===== src/rtl/core/alarm_clock_setting_controller_unit_assert.svh =====
// Assertion macros for the alarm clock setting controller.
// ACSC_ASSERT_IMP: same-cycle implication, ACSC_ASSERT_NXT: next-cycle implication.
`ifndef ALARM_CLOCK_SETTING_CONTROLLER_UNIT_ASSERT_SVH
`define ALARM_CLOCK_SETTING_CONTROLLER_UNIT_ASSERT_SVH

`ifndef SYNTHESIS
`define ACSC_ASSERT_IMP(label, clk, rst, ante, cons) \
   label: assert property (@(posedge clk) disable iff (rst) (ante) |-> (cons)) \
      else $error("acsc assertion failed");
`define ACSC_ASSERT_NXT(label, clk, rst, ante, cons) \
   label: assert property (@(posedge clk) disable iff (rst) (ante) |=> (cons)) \
      else $error("acsc assertion failed");
`else
`define ACSC_ASSERT_IMP(label, clk, rst, ante, cons)
`define ACSC_ASSERT_NXT(label, clk, rst, ante, cons)
`endif

`endif


===== src/rtl/core/acsc_pkg.sv =====
package acsc_pkg;

   localparam logic [7:0]  LongPressReset   = 8'd150;
   localparam logic [10:0] IdleTimeoutReset = 11'd1500;

   localparam logic CSR_LONG_PRESS   = 1'b0;
   localparam logic CSR_IDLE_TIMEOUT = 1'b1;

   typedef enum logic [1:0] {
      ACC_NONE     = 2'd0,
      ACC_SET_TIME = 2'd1,
      ACC_SNOOZE   = 2'd2,
      ACC_ARM      = 2'd3
   } acc_cmd_type;

   typedef enum logic [1:0] {
      CAN_NONE    = 2'd0,
      CAN_RINGING = 2'd1,
      CAN_DISABLE = 2'd2
   } can_cmd_type;

   typedef struct packed {
      logic       set_time_held;
      logic       set_alarm_held;
      logic       inc_pressed;
      logic       dec_pressed;
      logic       accept_pressed;
      logic       cancel_pressed;
      logic [4:0] clock_hours;
      logic [5:0] clock_minutes;
      logic [4:0] alarm_hours;
      logic [5:0] alarm_minutes;
      logic       alarm_ringing;
   } req_word_type;

   typedef struct packed {
      logic [2:0] ui_mode;
      logic [4:0] edit_hours;
      logic [5:0] edit_minutes;
      logic [1:0] accept_command;
      logic [1:0] cancel_command;
      logic [4:0] command_hours;
      logic [5:0] command_minutes;
   } rsp_word_type;

   typedef struct packed {
      logic [7:0]  long_press_ticks;
      logic [10:0] idle_timeout_ticks;
   } cfg_type;

   typedef struct packed {
      logic         valid;
      req_word_type word;
   } stage_type;

endpackage


===== src/rtl/core/acsc_req_if.sv =====
interface acsc_req_if;
   logic                  valid;
   logic                  ready;
   acsc_pkg::req_word_type word;

   modport source (output valid, output word, input ready);
   modport sink   (input valid, input word, output ready);
endinterface


===== src/rtl/core/acsc_rsp_if.sv =====
interface acsc_rsp_if;
   logic                  valid;
   logic                  ready;
   acsc_pkg::rsp_word_type word;

   modport source (output valid, output word, input ready);
   modport sink   (input valid, input word, output ready);
endinterface


===== src/rtl/core/acsc_csr_if.sv =====
interface acsc_csr_if;
   logic        valid;
   logic        ready;
   logic        index;
   logic [10:0] data;

   modport source (output valid, output index, output data, input ready);
   modport sink   (input valid, input index, input data, output ready);
endinterface


===== src/rtl/core/acsc_csr_regs.sv =====
module acsc_csr_regs (
   input  logic              clock,
   input  logic              reset,
   acsc_csr_if.sink          csr_ch,
   output acsc_pkg::cfg_type cfg
);

   acsc_pkg::cfg_type cfg_ff;
   acsc_pkg::cfg_type cfg_in;

   assign csr_ch.ready = 1'b1;
   assign cfg          = cfg_ff;

   always_comb begin
      cfg_in = cfg_ff;
      if (csr_ch.valid) begin
         unique case (csr_ch.index)
            acsc_pkg::CSR_LONG_PRESS: begin
               cfg_in.long_press_ticks = csr_ch.data[7:0];
            end
            acsc_pkg::CSR_IDLE_TIMEOUT: begin
               cfg_in.idle_timeout_ticks = csr_ch.data;
            end
            default: begin
               cfg_in = cfg_ff;
            end
         endcase
      end
   end

   always_ff @(posedge clock) begin
      if (reset) begin
         cfg_ff.long_press_ticks   <= acsc_pkg::LongPressReset;
         cfg_ff.idle_timeout_ticks <= acsc_pkg::IdleTimeoutReset;
      end else begin
         cfg_ff <= cfg_in;
      end
   end

endmodule


===== src/rtl/core/acsc_in_reg.sv =====
module acsc_in_reg (
   input  logic                clock,
   input  logic                reset,
   acsc_req_if.sink            req_ch,
   input  logic                advance,
   output acsc_pkg::stage_type stage
);

   logic                   valid_ff;
   logic                   valid_in;
   acsc_pkg::req_word_type word_ff;
   acsc_pkg::req_word_type word_in;
   logic                   take;

   assign req_ch.ready = !valid_ff || advance;
   assign take         = req_ch.valid && req_ch.ready;
   assign stage.valid  = valid_ff;
   assign stage.word   = word_ff;

   always_comb begin
      valid_in = valid_ff;
      word_in  = word_ff;
      if (take) begin
         valid_in = 1'b1;
         word_in  = req_ch.word;
      end else if (advance) begin
         valid_in = 1'b0;
      end
   end

   always_ff @(posedge clock) begin
      word_ff <= word_in;
      if (reset) begin
         valid_ff <= 1'b0;
      end else begin
         valid_ff <= valid_in;
      end
   end

endmodule


===== src/rtl/core/acsc_engine.sv =====
`include "alarm_clock_setting_controller_unit_assert.svh"

module acsc_engine (
   input  logic                   clock,
   input  logic                   reset,
   input  acsc_pkg::cfg_type      cfg,
   input  acsc_pkg::stage_type    stage,
   input  logic                   fire,
   output acsc_pkg::rsp_word_type result
);

   typedef enum logic [2:0] {
      MODE_NORMAL     = 3'd0,
      MODE_TIME_MIN   = 3'd1,
      MODE_TIME_HOUR  = 3'd2,
      MODE_ALARM_MIN  = 3'd3,
      MODE_ALARM_HOUR = 3'd4
   } mode_type;

   localparam logic [5:0] MinuteTop = 6'd59;
   localparam logic [4:0] HourTop   = 5'd23;
   localparam logic [7:0] HoldMax   = 8'd255;

   mode_type    mode_ff, mode_in;
   logic [4:0]  edit_hour_ff, edit_hour_in;
   logic [5:0]  edit_minute_ff, edit_minute_in;
   logic [4:0]  saved_hour_ff, saved_hour_in;
   logic [5:0]  saved_minute_ff, saved_minute_in;
   logic [7:0]  time_hold_ff, time_hold_in;
   logic [7:0]  alarm_hold_ff, alarm_hold_in;
   logic [10:0] idle_ff, idle_in;
   logic [7:0]  threshold;
   acsc_pkg::acc_cmd_type acc_cmd;
   acsc_pkg::can_cmd_type can_cmd;
   logic [4:0]  cmd_hour;
   logic [5:0]  cmd_minute;
   acsc_pkg::req_word_type w;

   function automatic logic [7:0] bump_hold(input logic [7:0] cnt, input logic held);
      if (!held) begin
         return 8'd0;
      end
      return (cnt == HoldMax) ? HoldMax : cnt + 8'd1;
   endfunction

   function automatic logic [5:0] minute_up(input logic [5:0] v);
      return (v >= MinuteTop) ? 6'd0 : v + 6'd1;
   endfunction

   function automatic logic [5:0] minute_down(input logic [5:0] v);
      return (v == 6'd0 || v > MinuteTop) ? MinuteTop : v - 6'd1;
   endfunction

   function automatic logic [4:0] hour_up(input logic [4:0] v);
      return (v >= HourTop) ? 5'd0 : v + 5'd1;
   endfunction

   function automatic logic [4:0] hour_down(input logic [4:0] v);
      return (v == 5'd0 || v > HourTop) ? HourTop : v - 5'd1;
   endfunction

   assign w         = stage.word;
   assign threshold = (cfg.long_press_ticks == 8'd0) ? 8'd1 : cfg.long_press_ticks;

   always_comb begin
      mode_in         = mode_ff;
      edit_hour_in    = edit_hour_ff;
      edit_minute_in  = edit_minute_ff;
      saved_hour_in   = saved_hour_ff;
      saved_minute_in = saved_minute_ff;
      idle_in         = idle_ff;
      acc_cmd         = acsc_pkg::ACC_NONE;
      can_cmd         = acsc_pkg::CAN_NONE;
      cmd_hour        = 5'd0;
      cmd_minute      = 6'd0;

      // timeout is checked before any key of this tick
      if (idle_in != 11'd0) begin
         idle_in = idle_in - 11'd1;
         if (idle_in == 11'd0) begin
            mode_in = MODE_NORMAL;
         end
      end

      time_hold_in = bump_hold(time_hold_ff, w.set_time_held);
      if (w.set_time_held && time_hold_in >= threshold && mode_in == MODE_NORMAL) begin
         edit_hour_in   = w.clock_hours;
         edit_minute_in = w.clock_minutes;
         mode_in        = MODE_TIME_MIN;
         idle_in        = cfg.idle_timeout_ticks;
      end

      alarm_hold_in = bump_hold(alarm_hold_ff, w.set_alarm_held);
      if (w.set_alarm_held && alarm_hold_in >= threshold && mode_in == MODE_NORMAL) begin
         edit_hour_in   = w.alarm_hours;
         edit_minute_in = w.alarm_minutes;
         mode_in        = MODE_ALARM_MIN;
         idle_in        = cfg.idle_timeout_ticks;
      end

      if (w.inc_pressed) begin
         if (mode_in == MODE_TIME_MIN || mode_in == MODE_ALARM_MIN) begin
            edit_minute_in = minute_up(edit_minute_in);
            idle_in        = cfg.idle_timeout_ticks;
         end else if (mode_in == MODE_TIME_HOUR || mode_in == MODE_ALARM_HOUR) begin
            edit_hour_in = hour_up(edit_hour_in);
            idle_in      = cfg.idle_timeout_ticks;
         end
      end

      if (w.dec_pressed) begin
         if (mode_in == MODE_TIME_MIN || mode_in == MODE_ALARM_MIN) begin
            edit_minute_in = minute_down(edit_minute_in);
            idle_in        = cfg.idle_timeout_ticks;
         end else if (mode_in == MODE_TIME_HOUR || mode_in == MODE_ALARM_HOUR) begin
            edit_hour_in = hour_down(edit_hour_in);
            idle_in      = cfg.idle_timeout_ticks;
         end
      end

      if (w.accept_pressed) begin
         unique case (mode_in)
            MODE_TIME_MIN: begin
               mode_in = MODE_TIME_HOUR;
               idle_in = cfg.idle_timeout_ticks;
            end
            MODE_TIME_HOUR: begin
               acc_cmd    = acsc_pkg::ACC_SET_TIME;
               cmd_hour   = edit_hour_in;
               cmd_minute = edit_minute_in;
               mode_in    = MODE_NORMAL;
               idle_in    = 11'd0;
            end
            MODE_ALARM_MIN: begin
               mode_in = MODE_ALARM_HOUR;
               idle_in = cfg.idle_timeout_ticks;
            end
            MODE_ALARM_HOUR: begin
               saved_hour_in   = edit_hour_in;
               saved_minute_in = edit_minute_in;
               mode_in         = MODE_NORMAL;
               idle_in         = 11'd0;
            end
            default: begin
               if (w.alarm_ringing) begin
                  acc_cmd = acsc_pkg::ACC_SNOOZE;
               end else begin
                  acc_cmd    = acsc_pkg::ACC_ARM;
                  cmd_hour   = saved_hour_ff;
                  cmd_minute = saved_minute_ff;
               end
            end
         endcase
      end

      if (w.cancel_pressed) begin
         if (mode_in != MODE_NORMAL) begin
            mode_in = MODE_NORMAL;
            idle_in = 11'd0;
         end else begin
            can_cmd = w.alarm_ringing ? acsc_pkg::CAN_RINGING : acsc_pkg::CAN_DISABLE;
         end
      end

      result.ui_mode         = mode_in;
      result.edit_hours      = edit_hour_in;
      result.edit_minutes    = edit_minute_in;
      result.accept_command  = acc_cmd;
      result.cancel_command  = can_cmd;
      result.command_hours   = cmd_hour;
      result.command_minutes = cmd_minute;
   end

   always_ff @(posedge clock) begin
      if (reset) begin
         mode_ff         <= MODE_NORMAL;
         edit_hour_ff    <= 5'd0;
         edit_minute_ff  <= 6'd0;
         saved_hour_ff   <= 5'd0;
         saved_minute_ff <= 6'd0;
         time_hold_ff    <= 8'd0;
         alarm_hold_ff   <= 8'd0;
         idle_ff         <= 11'd0;
      end else if (fire) begin
         mode_ff         <= mode_in;
         edit_hour_ff    <= edit_hour_in;
         edit_minute_ff  <= edit_minute_in;
         saved_hour_ff   <= saved_hour_in;
         saved_minute_ff <= saved_minute_in;
         time_hold_ff    <= time_hold_in;
         alarm_hold_ff   <= alarm_hold_in;
         idle_ff         <= idle_in;
      end
   end

   `ACSC_ASSERT_NXT(a_commit_leaves_edit, clock, reset,
                    fire && acc_cmd == acsc_pkg::ACC_SET_TIME,
                    mode_ff == MODE_NORMAL && idle_ff == 11'd0)
   `ACSC_ASSERT_NXT(a_release_clears_hold, clock, reset, fire && !w.set_time_held,
                    time_hold_ff == 8'd0)
   `ACSC_ASSERT_NXT(a_state_holds_idle, clock, reset, !fire,
                    $stable(mode_ff) && $stable(idle_ff))

endmodule


===== src/rtl/core/acsc_out_reg.sv =====
module acsc_out_reg (
   input  logic                   clock,
   input  logic                   reset,
   input  logic                   load,
   input  acsc_pkg::rsp_word_type word,
   output logic                   free,
   acsc_rsp_if.source             rsp_ch
);

   logic                   valid_ff;
   logic                   valid_in;
   acsc_pkg::rsp_word_type word_ff;
   acsc_pkg::rsp_word_type word_in;

   assign free         = !valid_ff || rsp_ch.ready;
   assign rsp_ch.valid = valid_ff;
   assign rsp_ch.word  = word_ff;

   always_comb begin
      valid_in = valid_ff;
      word_in  = word_ff;
      if (load) begin
         valid_in = 1'b1;
         word_in  = word;
      end else if (rsp_ch.ready) begin
         valid_in = 1'b0;
      end
   end

   always_ff @(posedge clock) begin
      word_ff <= word_in;
      if (reset) begin
         valid_ff <= 1'b0;
      end else begin
         valid_ff <= valid_in;
      end
   end

endmodule


===== src/rtl/core/alarm_clock_setting_controller_unit.sv =====
// Alarm clock setting controller: one req word is one button poll tick, and each tick
// yields exactly one rsp word with the UI mode, the edit values and any accept or cancel
// command. A new tick is taken every cycle; a word passes an input register and a result
// register, from which its response is offered, and the input side stalls only while the
// result register holds a word that rsp has not taken. The CSR port is always ready;
// register 0 is the long-press threshold (reset 150), register 1 the idle timeout in
// ticks (reset 1500, 0 disables the timeout).
module alarm_clock_setting_controller_unit (
   input logic        clock,
   input logic        reset,
   acsc_req_if.sink   req_ch,
   acsc_rsp_if.source rsp_ch,
   acsc_csr_if.sink   csr_ch
);

   acsc_pkg::cfg_type      cfg;
   acsc_pkg::stage_type    stage;
   acsc_pkg::rsp_word_type result;
   logic                   free;
   logic                   advance;

   assign advance = stage.valid && free;

   acsc_csr_regs u_csr (
      .clock  (clock),
      .reset  (reset),
      .csr_ch (csr_ch),
      .cfg    (cfg)
   );

   acsc_in_reg u_in (
      .clock   (clock),
      .reset   (reset),
      .req_ch  (req_ch),
      .advance (advance),
      .stage   (stage)
   );

   acsc_engine u_engine (
      .clock  (clock),
      .reset  (reset),
      .cfg    (cfg),
      .stage  (stage),
      .fire   (advance),
      .result (result)
   );

   acsc_out_reg u_out (
      .clock  (clock),
      .reset  (reset),
      .load   (advance),
      .word   (result),
      .free   (free),
      .rsp_ch (rsp_ch)
   );

endmodule


===== src/flat_wrapper.sv =====
// flat-port wrapper written by rule: the top's interface ports become plain ports
module alarm_clock_setting_controller_unit_flat 
  (clock, reset, req_ch_valid, req_ch_word, req_ch_ready, rsp_ch_valid, rsp_ch_word, rsp_ch_ready, csr_ch_valid, csr_ch_index, csr_ch_data, csr_ch_ready);
  acsc_req_if req_ch_i ();
  acsc_rsp_if rsp_ch_i ();
  acsc_csr_if csr_ch_i ();
  input logic clock;
  input logic reset;
  input wire logic [$bits(req_ch_i.valid)-1:0] req_ch_valid;
  input wire logic [$bits(req_ch_i.word)-1:0] req_ch_word;
  output wire logic [$bits(req_ch_i.ready)-1:0] req_ch_ready;
  output wire logic [$bits(rsp_ch_i.valid)-1:0] rsp_ch_valid;
  output wire logic [$bits(rsp_ch_i.word)-1:0] rsp_ch_word;
  input wire logic [$bits(rsp_ch_i.ready)-1:0] rsp_ch_ready;
  input wire logic [$bits(csr_ch_i.valid)-1:0] csr_ch_valid;
  input wire logic [$bits(csr_ch_i.index)-1:0] csr_ch_index;
  input wire logic [$bits(csr_ch_i.data)-1:0] csr_ch_data;
  output wire logic [$bits(csr_ch_i.ready)-1:0] csr_ch_ready;
  assign req_ch_i.valid = req_ch_valid;
  assign req_ch_i.word = req_ch_word;
  assign req_ch_ready = req_ch_i.ready;
  assign rsp_ch_valid = rsp_ch_i.valid;
  assign rsp_ch_word = rsp_ch_i.word;
  assign rsp_ch_i.ready = rsp_ch_ready;
  assign csr_ch_i.valid = csr_ch_valid;
  assign csr_ch_i.index = csr_ch_index;
  assign csr_ch_i.data = csr_ch_data;
  assign csr_ch_ready = csr_ch_i.ready;
  alarm_clock_setting_controller_unit u_core (.clock(clock), .reset(reset), .req_ch(req_ch_i), .rsp_ch(rsp_ch_i), .csr_ch(csr_ch_i));
endmodule

===== config.mk =====
export PLATFORM = sky130hd
export DESIGN_NAME = alarm_clock_setting_controller_unit_flat
export DESIGN_NICKNAME = d
export VERILOG_FILES = /design/src/rtl/core/acsc_pkg.sv /design/src/rtl/core/acsc_req_if.sv /design/src/rtl/core/acsc_rsp_if.sv /design/src/rtl/core/acsc_csr_if.sv /design/src/rtl/core/acsc_csr_regs.sv /design/src/rtl/core/acsc_in_reg.sv /design/src/rtl/core/acsc_engine.sv /design/src/rtl/core/acsc_out_reg.sv /design/src/rtl/core/alarm_clock_setting_controller_unit.sv /design/src/flat_wrapper.sv
export VERILOG_INCLUDE_DIRS = /design/src /design/src/rtl/core
export SDC_FILE = /design/constraint.sdc
export NUM_CORES = 1
export LEC_CHECK = 0
export BUFFER_PORTS_ARGS = -buffer_cell sky130_fd_sc_hd__buf_2
export CORE_MARGIN = 2
export CORE_UTILIZATION = 60
export DETAILED_ROUTE_END_ITERATION = 10
export PLACE_DENSITY = 0.81
export SYNTH_ARGS = -nofsm -noshare
export SYNTH_HDL_FRONTEND = slang
export SYNTH_SLANG_ARGS = --single-unit

===== constraint.sdc =====
create_clock -name clock -period 9.7 [get_ports clock]
set_input_delay 1.94 -clock clock [delete_from_list [all_inputs] [get_ports clock]]
set_output_delay 1.94 -clock clock [all_outputs]
set_load 0.03 [all_outputs]

## Word level (Yosys, flattened, before mapping)

Cells that the tools add are included.

| operators by class | value |
|---|---|
| add/sub/neg operators | 7 |
| bitwise logic cells | 2 |
| shifts and indexed selects | 0 |
| div/mod/pow operators | 0 |
| eq/ne operators | 6 |
| multiplexer cells | 55 |
| reduce and logical (&&, ||, !) cells | 31 |
| multipliers | 0 |
| $lt $le $gt $ge | 6 |

Operator list:

| cell | number |
|---|---|
| two-way mux 11 bit | 12 |
| two-way mux 5 bit | 11 |
| two-way mux 6 bit | 9 |
| two-way mux 8 bit | 5 |
| case mux 11 bit (2 select lines) | 1 |
| two-way mux 3 bit | 7 |
| adder 8 x 1 -> 8 bit (second input constant) | 2 |
| == test 8 bit (second input constant) | 2 |
| greater-or-equal comparator 8 bit | 2 |
| case mux 6 bit (2 select lines) | 1 |
| zero test 11 bit | 1 |
| nonzero test 11 bit | 1 |
| subtractor 11 x 1 -> 11 bit (second input constant) | 1 |
| case mux 5 bit (2 select lines) | 1 |
| case mux 3 bit (3 select lines) | 1 |
| zero test 8 bit | 1 |
| adder 6 x 1 -> 6 bit (second input constant) | 1 |
| == test 3 x 2 -> 1 bit (second input constant) | 2 |
| greater-or-equal comparator 6 bit (second input constant) | 1 |
| > comparator 6 bit (second input constant) | 1 |
| logical AND 1 bit | 6 |
| zero test 3 bit | 2 |
| zero test 6 bit | 1 |
| logical OR 1 bit | 6 |
| 19 further kinds | 29 |

| storage, ports and cells | value |
|---|---|
| memory bits (read-only) | 0 |
| memories | 0 |
| input port bits | 46 |
| latch bits | 0 |
| logic and storage cells | 137 |
| flip-flop bits (word level) | 131 |
| bits in writable memories | 0 |
| output and inout port bits | 32 |

## Logic depth before layout (Yosys ltp)

| logic depth | value |
|---|---|
| depth in word-level cells | 22 |
| gate-level depth with buffers | 26 |
| gate-level depth less buffers | 24 |

## By module

Synthesis repeated with hierarchy kept, for this count alone.

| second synthesis, totals | value |
|---|---|
| cell total of the unflattened synthesis | 832 |
| area total of the unflattened synthesis | 7667.4 µm² |

Modules (own cells, without submodules):

| module | sequential area each (µm²) | times used | area each (µm²) | cells each |
|---|---|---|---|---|
| acsc_engine | 1041.0 | 1 | 5014.8 | 684 |
| acsc_in_reg | 890.9 | 1 | 933.4 | 35 |
| acsc_out_reg | 890.9 | 1 | 917.1 | 33 |
| acsc_csr_regs | 380.4 | 1 | 795.8 | 79 |
| alarm_clock_setting_controller_unit | 0.0 | 1 | 6.3 | 1 |

## Worst setup path before layout

No wires, ideal clock.

| timing | value |
|---|---|
| path type | register to register |
| start | reg u_core.u_engine.alarm_hold_ff[0] |
| end | reg u_core.u_out.word_ff (netlist bit u_core.u_out.rsp_ch.word[9]) (data pin) |
| path slack | 4.446 ns |
| arrival | 4.994 ns |
| period minus slack after synthesis | 5.254 ns |
| setup time | 0.259 ns |
| data required time | 9.441 ns |
| path buffers | 2 |
| cell stages (with the launch flop) | 27 |
| cell sequence | dfxtp_1 > ha_1 > nand2_1 > nor2_1 > and3_1 > clkbuf_1 > nor2_1 > nor2_1 > ha_1 > a21o_1 > a221oi_1 > o21ai_0 > a22oi_1 > or2_0 > clkbuf_1 > a2bb2oi_1 > inv_1 > ha_1 > o221ai_2 > a21oi_1 > o21ai_2 > inv_1 > ha_1 > o311ai_1 > a21oi_2 > o22a_1 > o21ai_1 |

| on the way | value |
|---|---|
| cells in the longest elaborated chain, start to end | 19 |
| elaborated cells on any way between the ends | 31 |
| classes of those cells | 3 x add/sub; 3 x order compare; 5 x eq/ne; 13 x mux; 7 x reduce/logical |

RTL lines:

| what | RTL line | source |
|---|---|---|
| start: declaration | acsc_engine.sv:30 | `logic [7:0] alarm_hold_ff, alarm_hold_in;` |
| start signal: assignment | acsc_engine.sv:191 | `alarm_hold_ff <= alarm_hold_in;` |
| adder 8 x 1 -> 8 bit / == test 8 bit (equally long branches) | acsc_engine.sv:43 | `return (cnt == HoldMax) ? HoldMax : cnt + 8'd1;` |
| two-way mux 8 bit * (2 in a row) | acsc_engine.sv:43 |  |
| named net u_core.u_engine.alarm_hold_in[5] | acsc_engine.sv:30 |  |
| greater-or-equal comparator 8 bit * | acsc_engine.sv:94 | `if (w.set_alarm_held && alarm_hold_in >= threshold && mode_in == MODE_NORMAL) begin` |
| logical AND 1 bit * (2 in a row) | acsc_engine.sv:94 |  |
| two-way mux 5 bit / two-way mux 3 bit (equally long branches) | acsc_engine.sv:94 |  |
| adder 5 x 1 -> 5 bit (tied with other cells) | acsc_engine.sv:55 | `return (v >= HourTop) ? 5'd0 : v + 5'd1;` |
| two-way mux 5 bit / logical OR 1 bit (equally long branches) | acsc_engine.sv:55, acsc_engine.sv:105, acsc_engine.sv:115 |  |
| [2 not listed] | n/a |  |
| two-way mux 5 bit | acsc_engine.sv:101 | `if (w.inc_pressed) begin` |
| > comparator 5 bit / zero test 5 bit (equally long branches) | acsc_engine.sv:59 | `return (v == 5'd0 \|\| v > HourTop) ? HourTop : v - 5'd1;` |
| logical OR 1 bit | acsc_engine.sv:59 |  |
| two-way mux 5 bit | acsc_engine.sv:59 |  |
| two-way mux 5 bit | acsc_engine.sv:115 | `end else if (mode_in == MODE_TIME_HOUR \|\| mode_in == MODE_ALARM_HOUR) begin` |
| two-way mux 5 bit | acsc_engine.sv:112 | `if (mode_in == MODE_TIME_MIN \|\| mode_in == MODE_ALARM_MIN) begin` |
| two-way mux 5 bit | acsc_engine.sv:111 | `if (w.dec_pressed) begin` |
| case mux 5 bit (2 select lines) * | acsc_engine.sv:122 | `unique case (mode_in)` |
| end signal: assignment | acsc_out_reg.sv:31 | `word_ff <= word_in;` |
| end: declaration | acsc_out_reg.sv:12 | `acsc_pkg::rsp_word_type word_ff;` |

Mark *: on every way through the listed nets, which the timed path passes. The rest lies on a longest branch.
A chain may end at the register's enable or synchronous reset.

## Worst setup path in the final report

| timing | value |
|---|---|
| start | reg u_core.u_engine.time_hold_ff[0] |
| end | reg u_core.u_out.word_ff (netlist bit u_core.u_out.rsp_ch.word[9]) (data pin) |

| on the way | value |
|---|---|
| cells in the longest elaborated chain, start to end | 22 |
| elaborated cells on any way between the ends | 35 |
| classes of those cells | 3 x add/sub; 3 x order compare; 5 x eq/ne; 15 x mux; 9 x reduce/logical |

RTL lines:

| what | RTL line | source |
|---|---|---|
| start: declaration | acsc_engine.sv:29 | `logic [7:0] time_hold_ff, time_hold_in;` |
| start signal: assignment | acsc_engine.sv:190 | `time_hold_ff <= time_hold_in;` |
| adder 8 x 1 -> 8 bit / == test 8 bit (equally long branches) | acsc_engine.sv:43 |  |
| two-way mux 8 bit * (2 in a row) | acsc_engine.sv:43 |  |
| greater-or-equal comparator 8 bit * | acsc_engine.sv:86 | `if (w.set_time_held && time_hold_in >= threshold && mode_in == MODE_NORMAL) begin` |
| logical AND 1 bit * (2 in a row) | acsc_engine.sv:86 |  |
| two-way mux 3 bit | acsc_engine.sv:86 |  |
| zero test 3 bit | acsc_engine.sv:94 |  |
| logical AND 1 bit | acsc_engine.sv:94 |  |
| two-way mux 5 bit / two-way mux 3 bit (equally long branches) | acsc_engine.sv:94 |  |
| [4 not listed] | n/a |  |
| two-way mux 5 bit | acsc_engine.sv:101 |  |
| > comparator 5 bit / zero test 5 bit (equally long branches) | acsc_engine.sv:59 |  |
| logical OR 1 bit | acsc_engine.sv:59 |  |
| two-way mux 5 bit | acsc_engine.sv:59 |  |
| two-way mux 5 bit | acsc_engine.sv:115 |  |
| two-way mux 5 bit | acsc_engine.sv:112 |  |
| two-way mux 5 bit | acsc_engine.sv:111 |  |
| case mux 5 bit (2 select lines) * | acsc_engine.sv:122 |  |

Every way passes the cells marked *; elsewhere a longest branch is shown, timed or not.

==> results.py <==
metrics = {
    "cells_and_area": {
        "area_growth_pct": 14.0,
        "layout-drive-gt1-share_pct": 18.0,
        "final_cells": 1024,
        "diodes": 0,
        "layout.nets": 936,
        "stdcell_area_um2": 8410,
    },
    "place": {
        "gp_congestion": 0.928,
        "placed_area_um2": 7830,
        "pre_cts_slack_ns": 3.93,
        "post-place-cells": 992,
        "dp_hpwl_um": 13400,
        "port_buffers": 76,
    },
    "routing": {
        "avgRoutedWirePerCell_um": 18.3,
        "viasPerCell": 6.35,
        "ant_nets": 0,
        "vias": 6499,
        "wl_um": 18700,
        "drtIter0Drc": 656,
        "firstDrtPassIters": 6,
        "drc_errors": 0,
    },
    "min_path": {
        "min_path_cells": 1,
        "hold_path_class": "reg -> reg",
    },
    "yosys": {
        "synth_nets": 873,
        "netlist.area_leader.share_pct": 23.6,
        "syn_avg_cell_area_um2": 9.21,
        "synthTopCellsByArea": "edfxtp_1, dfxtp_1, nor2_1, ha_1, a21oi_1",
        "yosysMostFrequentCell": "nor2_1",
        "ys_seq_area_share_pct": 43.4,
        "synthFlopType": "dfxtp_1",
        "ys_ff_latch": 131,
        "synth_warnings": 0,
        "synth.distinct_cells": 90,
        "yosys.area.top_type": "edfxtp_1",
        "synth-edff-count": 58,
        "ys_async_sr_fraction_pct": 0,
        "synth_common_cells": "nor2_1, dfxtp_1, edfxtp_1, nand2_1, a21oi_1",
        "postSynthCellCount": 801,
        "synth_area_um2": 7380,
    },
    "worst_setup_path": {
        "worstPathRequired_ns": 9.87,
        "crit_type": "reg -> reg",
        "endpoint_kind": "register",
        "crit_fanout": 7,
        "r2r_cells": 23,
        "cp-start-kind": "register",
        "cp_data_arrival_time_ns": 6.11,
    },
    "power_and_ir_drop": {
        "ir_drop_uv": 134,
        "power_density_nw_per_um2": 222,
        "pwr-share-seq_pct": 35.6,
        "intPower_w": 0.00126,
        "swShare_pct": 32.5,
        "pwr-share-comb_pct": 31.6,
        "p_leak_nw": 3.29,
        "p_clk_share_pct": 32.8,
        "power_switching_w": 0.000607,
    },
    "global_routing": {
        "track_usage_pct": 29.6,
        "grt_pass1_vias": 6175,
        "grt_antenna_before_repair": 0,
        "grt_first_pass_wirelength_um": 30700,
        "globalRouteOverflowTotal": 0,
        "grt_max_degree": 82,
    },
    "floorplanning": {
        "start_util_pct": 61.4,
        "io_pins": 78,
        "die_area_um2": 13200,
        "die_w_um": 115,
        "fp.dieH_um": 115,
        "rows": 40,
        "core_um2": 12000,
    },
    "clocking": {
        "clock_sinks": 131,
        "cts_setup_buffers": 0,
        "cts_resized": 0,
        "cts_tree": "done",
        "cts_buffers": 17,
        "root_buffer": "clkbuf_16",
        "h-tree-depth": 4,
        "cts_hold_buf": 0,
        "worstSkewPairLatency_ns": 0.43,
        "clk_pin_slew_ns": 0.06,
        "cts.path.max_buffers": 2,
    },
    "timing": {
        "worst_pin_slew_ns": 1.18,
        "hold_viol": 0,
        "clock_skew_ns": 0.00801,
        "fin_setup_tns_ns": 0,
        "period_minus_slack_ns": 5.94,
        "setup_viol": 0,
        "slew_violations": 0,
        "layout_setup_ws_ns": 3.76,
        "slew-limit-headroom_pct": 20.7,
        "period_share_pct": 61.2,
        "rsz0062_at_grt": "false",
        "max_clock_freq_mhz": 168,
    },
    "run": {
        "maxCapViolations": 0,
    },
    "outcome": {
        "status": "complete, no violations",
    },
}
## routing by layer
metal  up-vias  GRT usage [%]  part of all wire (%)
li1       3087              -                     -
met1      3092           40.5                    45
met2       292           46.5                    46
met3        28           6.22                   7.2
met4         0           11.1                   1.7
met5         -              0                     0
## sequential cells by signal, summed over array words and instances (netlist names)
signal,cells
u_core.u_engine.saved_hour_ff,5
u_core.u_engine.saved_minute_ff,6
u_core.u_engine.mode_ff,3
u_core.u_engine.edit_hour_ff,5
u_core.u_engine.idle_ff,11
u_core.u_engine.edit_minute_ff,6
u_core.u_engine.time_hold_ff,8
u_core.u_csr.cfg,19
u_core.u_in.valid_ff,1
u_core.u_out.rsp_ch.valid,1
u_core.u_out.rsp_ch.word,29
u_core.u_engine.alarm_hold_ff,8
u_core.u_in.stage,29
## final timing paths
check / from / to / slack (ns)
min: u_core.u_csr.cfg[10]$_SDFFE_PP1P_ / u_core.u_csr.cfg[10]$_SDFFE_PP1P_ / 0.47
max reg2reg: u_core.u_engine.time_hold_ff[0]$_SDFFE_PP0P_ / u_core.u_out.rsp_ch.word[9]$_SDFFCE_PN0P_ / 3.76
min reg2reg: u_core.u_csr.cfg[10]$_SDFFE_PP1P_ / u_core.u_csr.cfg[10]$_SDFFE_PP1P_ / 0.47
max: u_core.u_engine.time_hold_ff[0]$_SDFFE_PP0P_ / u_core.u_out.rsp_ch.word[9]$_SDFFCE_PN0P_ / 3.76
## power by group through the flow
stage / registers [W] / logic [W] / clock network (W)
5_1_grt: 0.000670 / 0.000646 / 0.000644
3_3_place_gp: 0.000673 / 0.000561 / 0
6_report: 0.000665 / 0.000589 / 0.000612
3_5_place_dp: 0.000673 / 0.000569 / 0
4_1_cts: 0.000663 / 0.000581 / 0.000622
2_1_floorplan: 0.000666 / 0.000471 / 0
## stage by stage
| stage | hold slack, ns | total power (W) | util, % |
|---|---|---|---|
| 2_1_floorplan | 0.436 | 0.00114 | - |
| 3_3_place_gp | 0.455 | 0.00123 | 65.2 |
| 3_5_place_dp | 0.461 | 0.00124 | 65.2 |
| 4_1_cts | 0.479 | 0.00187 | 70.0 |
| 5_1_grt | 0.502 | 0.00196 | 70.0 |
| 6_report | 0.472 | 0.00187 | 70.0 |
## worst max-delay path: stages (launching register included)
cell,delay [ns]
dfxtp_1,0.37
ha_1,0.22
nand2_1,0.10
nor2_1,0.20
and3_1,0.31
o21ai_0,0.18
ha_1,0.33
nand2b_1,0.14
a31oi_1,0.23
o21ai_0,0.28
a211oi_1,0.72
a22oi_1,0.16
a2bb2oi_1,0.19
inv_1,0.08
ha_1,0.31
o221ai_2,0.17
a21oi_1,0.27
o21ai_2,0.16
inv_1,0.12
ha_1,0.22
o311ai_1,0.16
a21oi_2,0.31
o22a_1,0.32
o21ai_1,0.11
## cells by family (layout without fill, tap and decap cells)
logic type / count (synthesis) / in the layout / synth area share (%)
other: 1 / 1 / 0.0508
DFF: 131 / 131 / 43.4
and+or+nand+nor: 312 / 312 / 20.1
muxes: 15 / 15 / 2.09
xor gates and xnor gates: 20 / 20 / 2.37
AOI/OAI and AO/OA: 222 / 222 / 23.5
buffers and inverters: 74 / 150 / 4.14
adders and majority gates: 26 / 26 / 4.41
## cell usage in the layout, fill, tap and decap left out, types with 19 or more instances in the layout
master     instances
o21ai_0           22
clkbuf_16         19
a21oi_1           45
nor2_1           132
dfxtp_1           73
a2bb2oi_1         19
nand3_1           24
ha_1              26
nand2_1           58
buf_2             76
edfxtp_1          58
inv_1             31
## final cells by class
| type | instances | area, µm² |
|---|---|---|
| multi-input combinational | 596 | 3880 |
| fill | 933 | 3600 |
| sequential | 131 | 3200 |
| clock buffer | 23 | 510 |
| timing repair buffer | 83 | 433 |
| tap | 147 | 184 |
| inverter | 35 | 131 |
| clock inverter | 9 | 63.8 |
(Power assumes the default switching activity.)
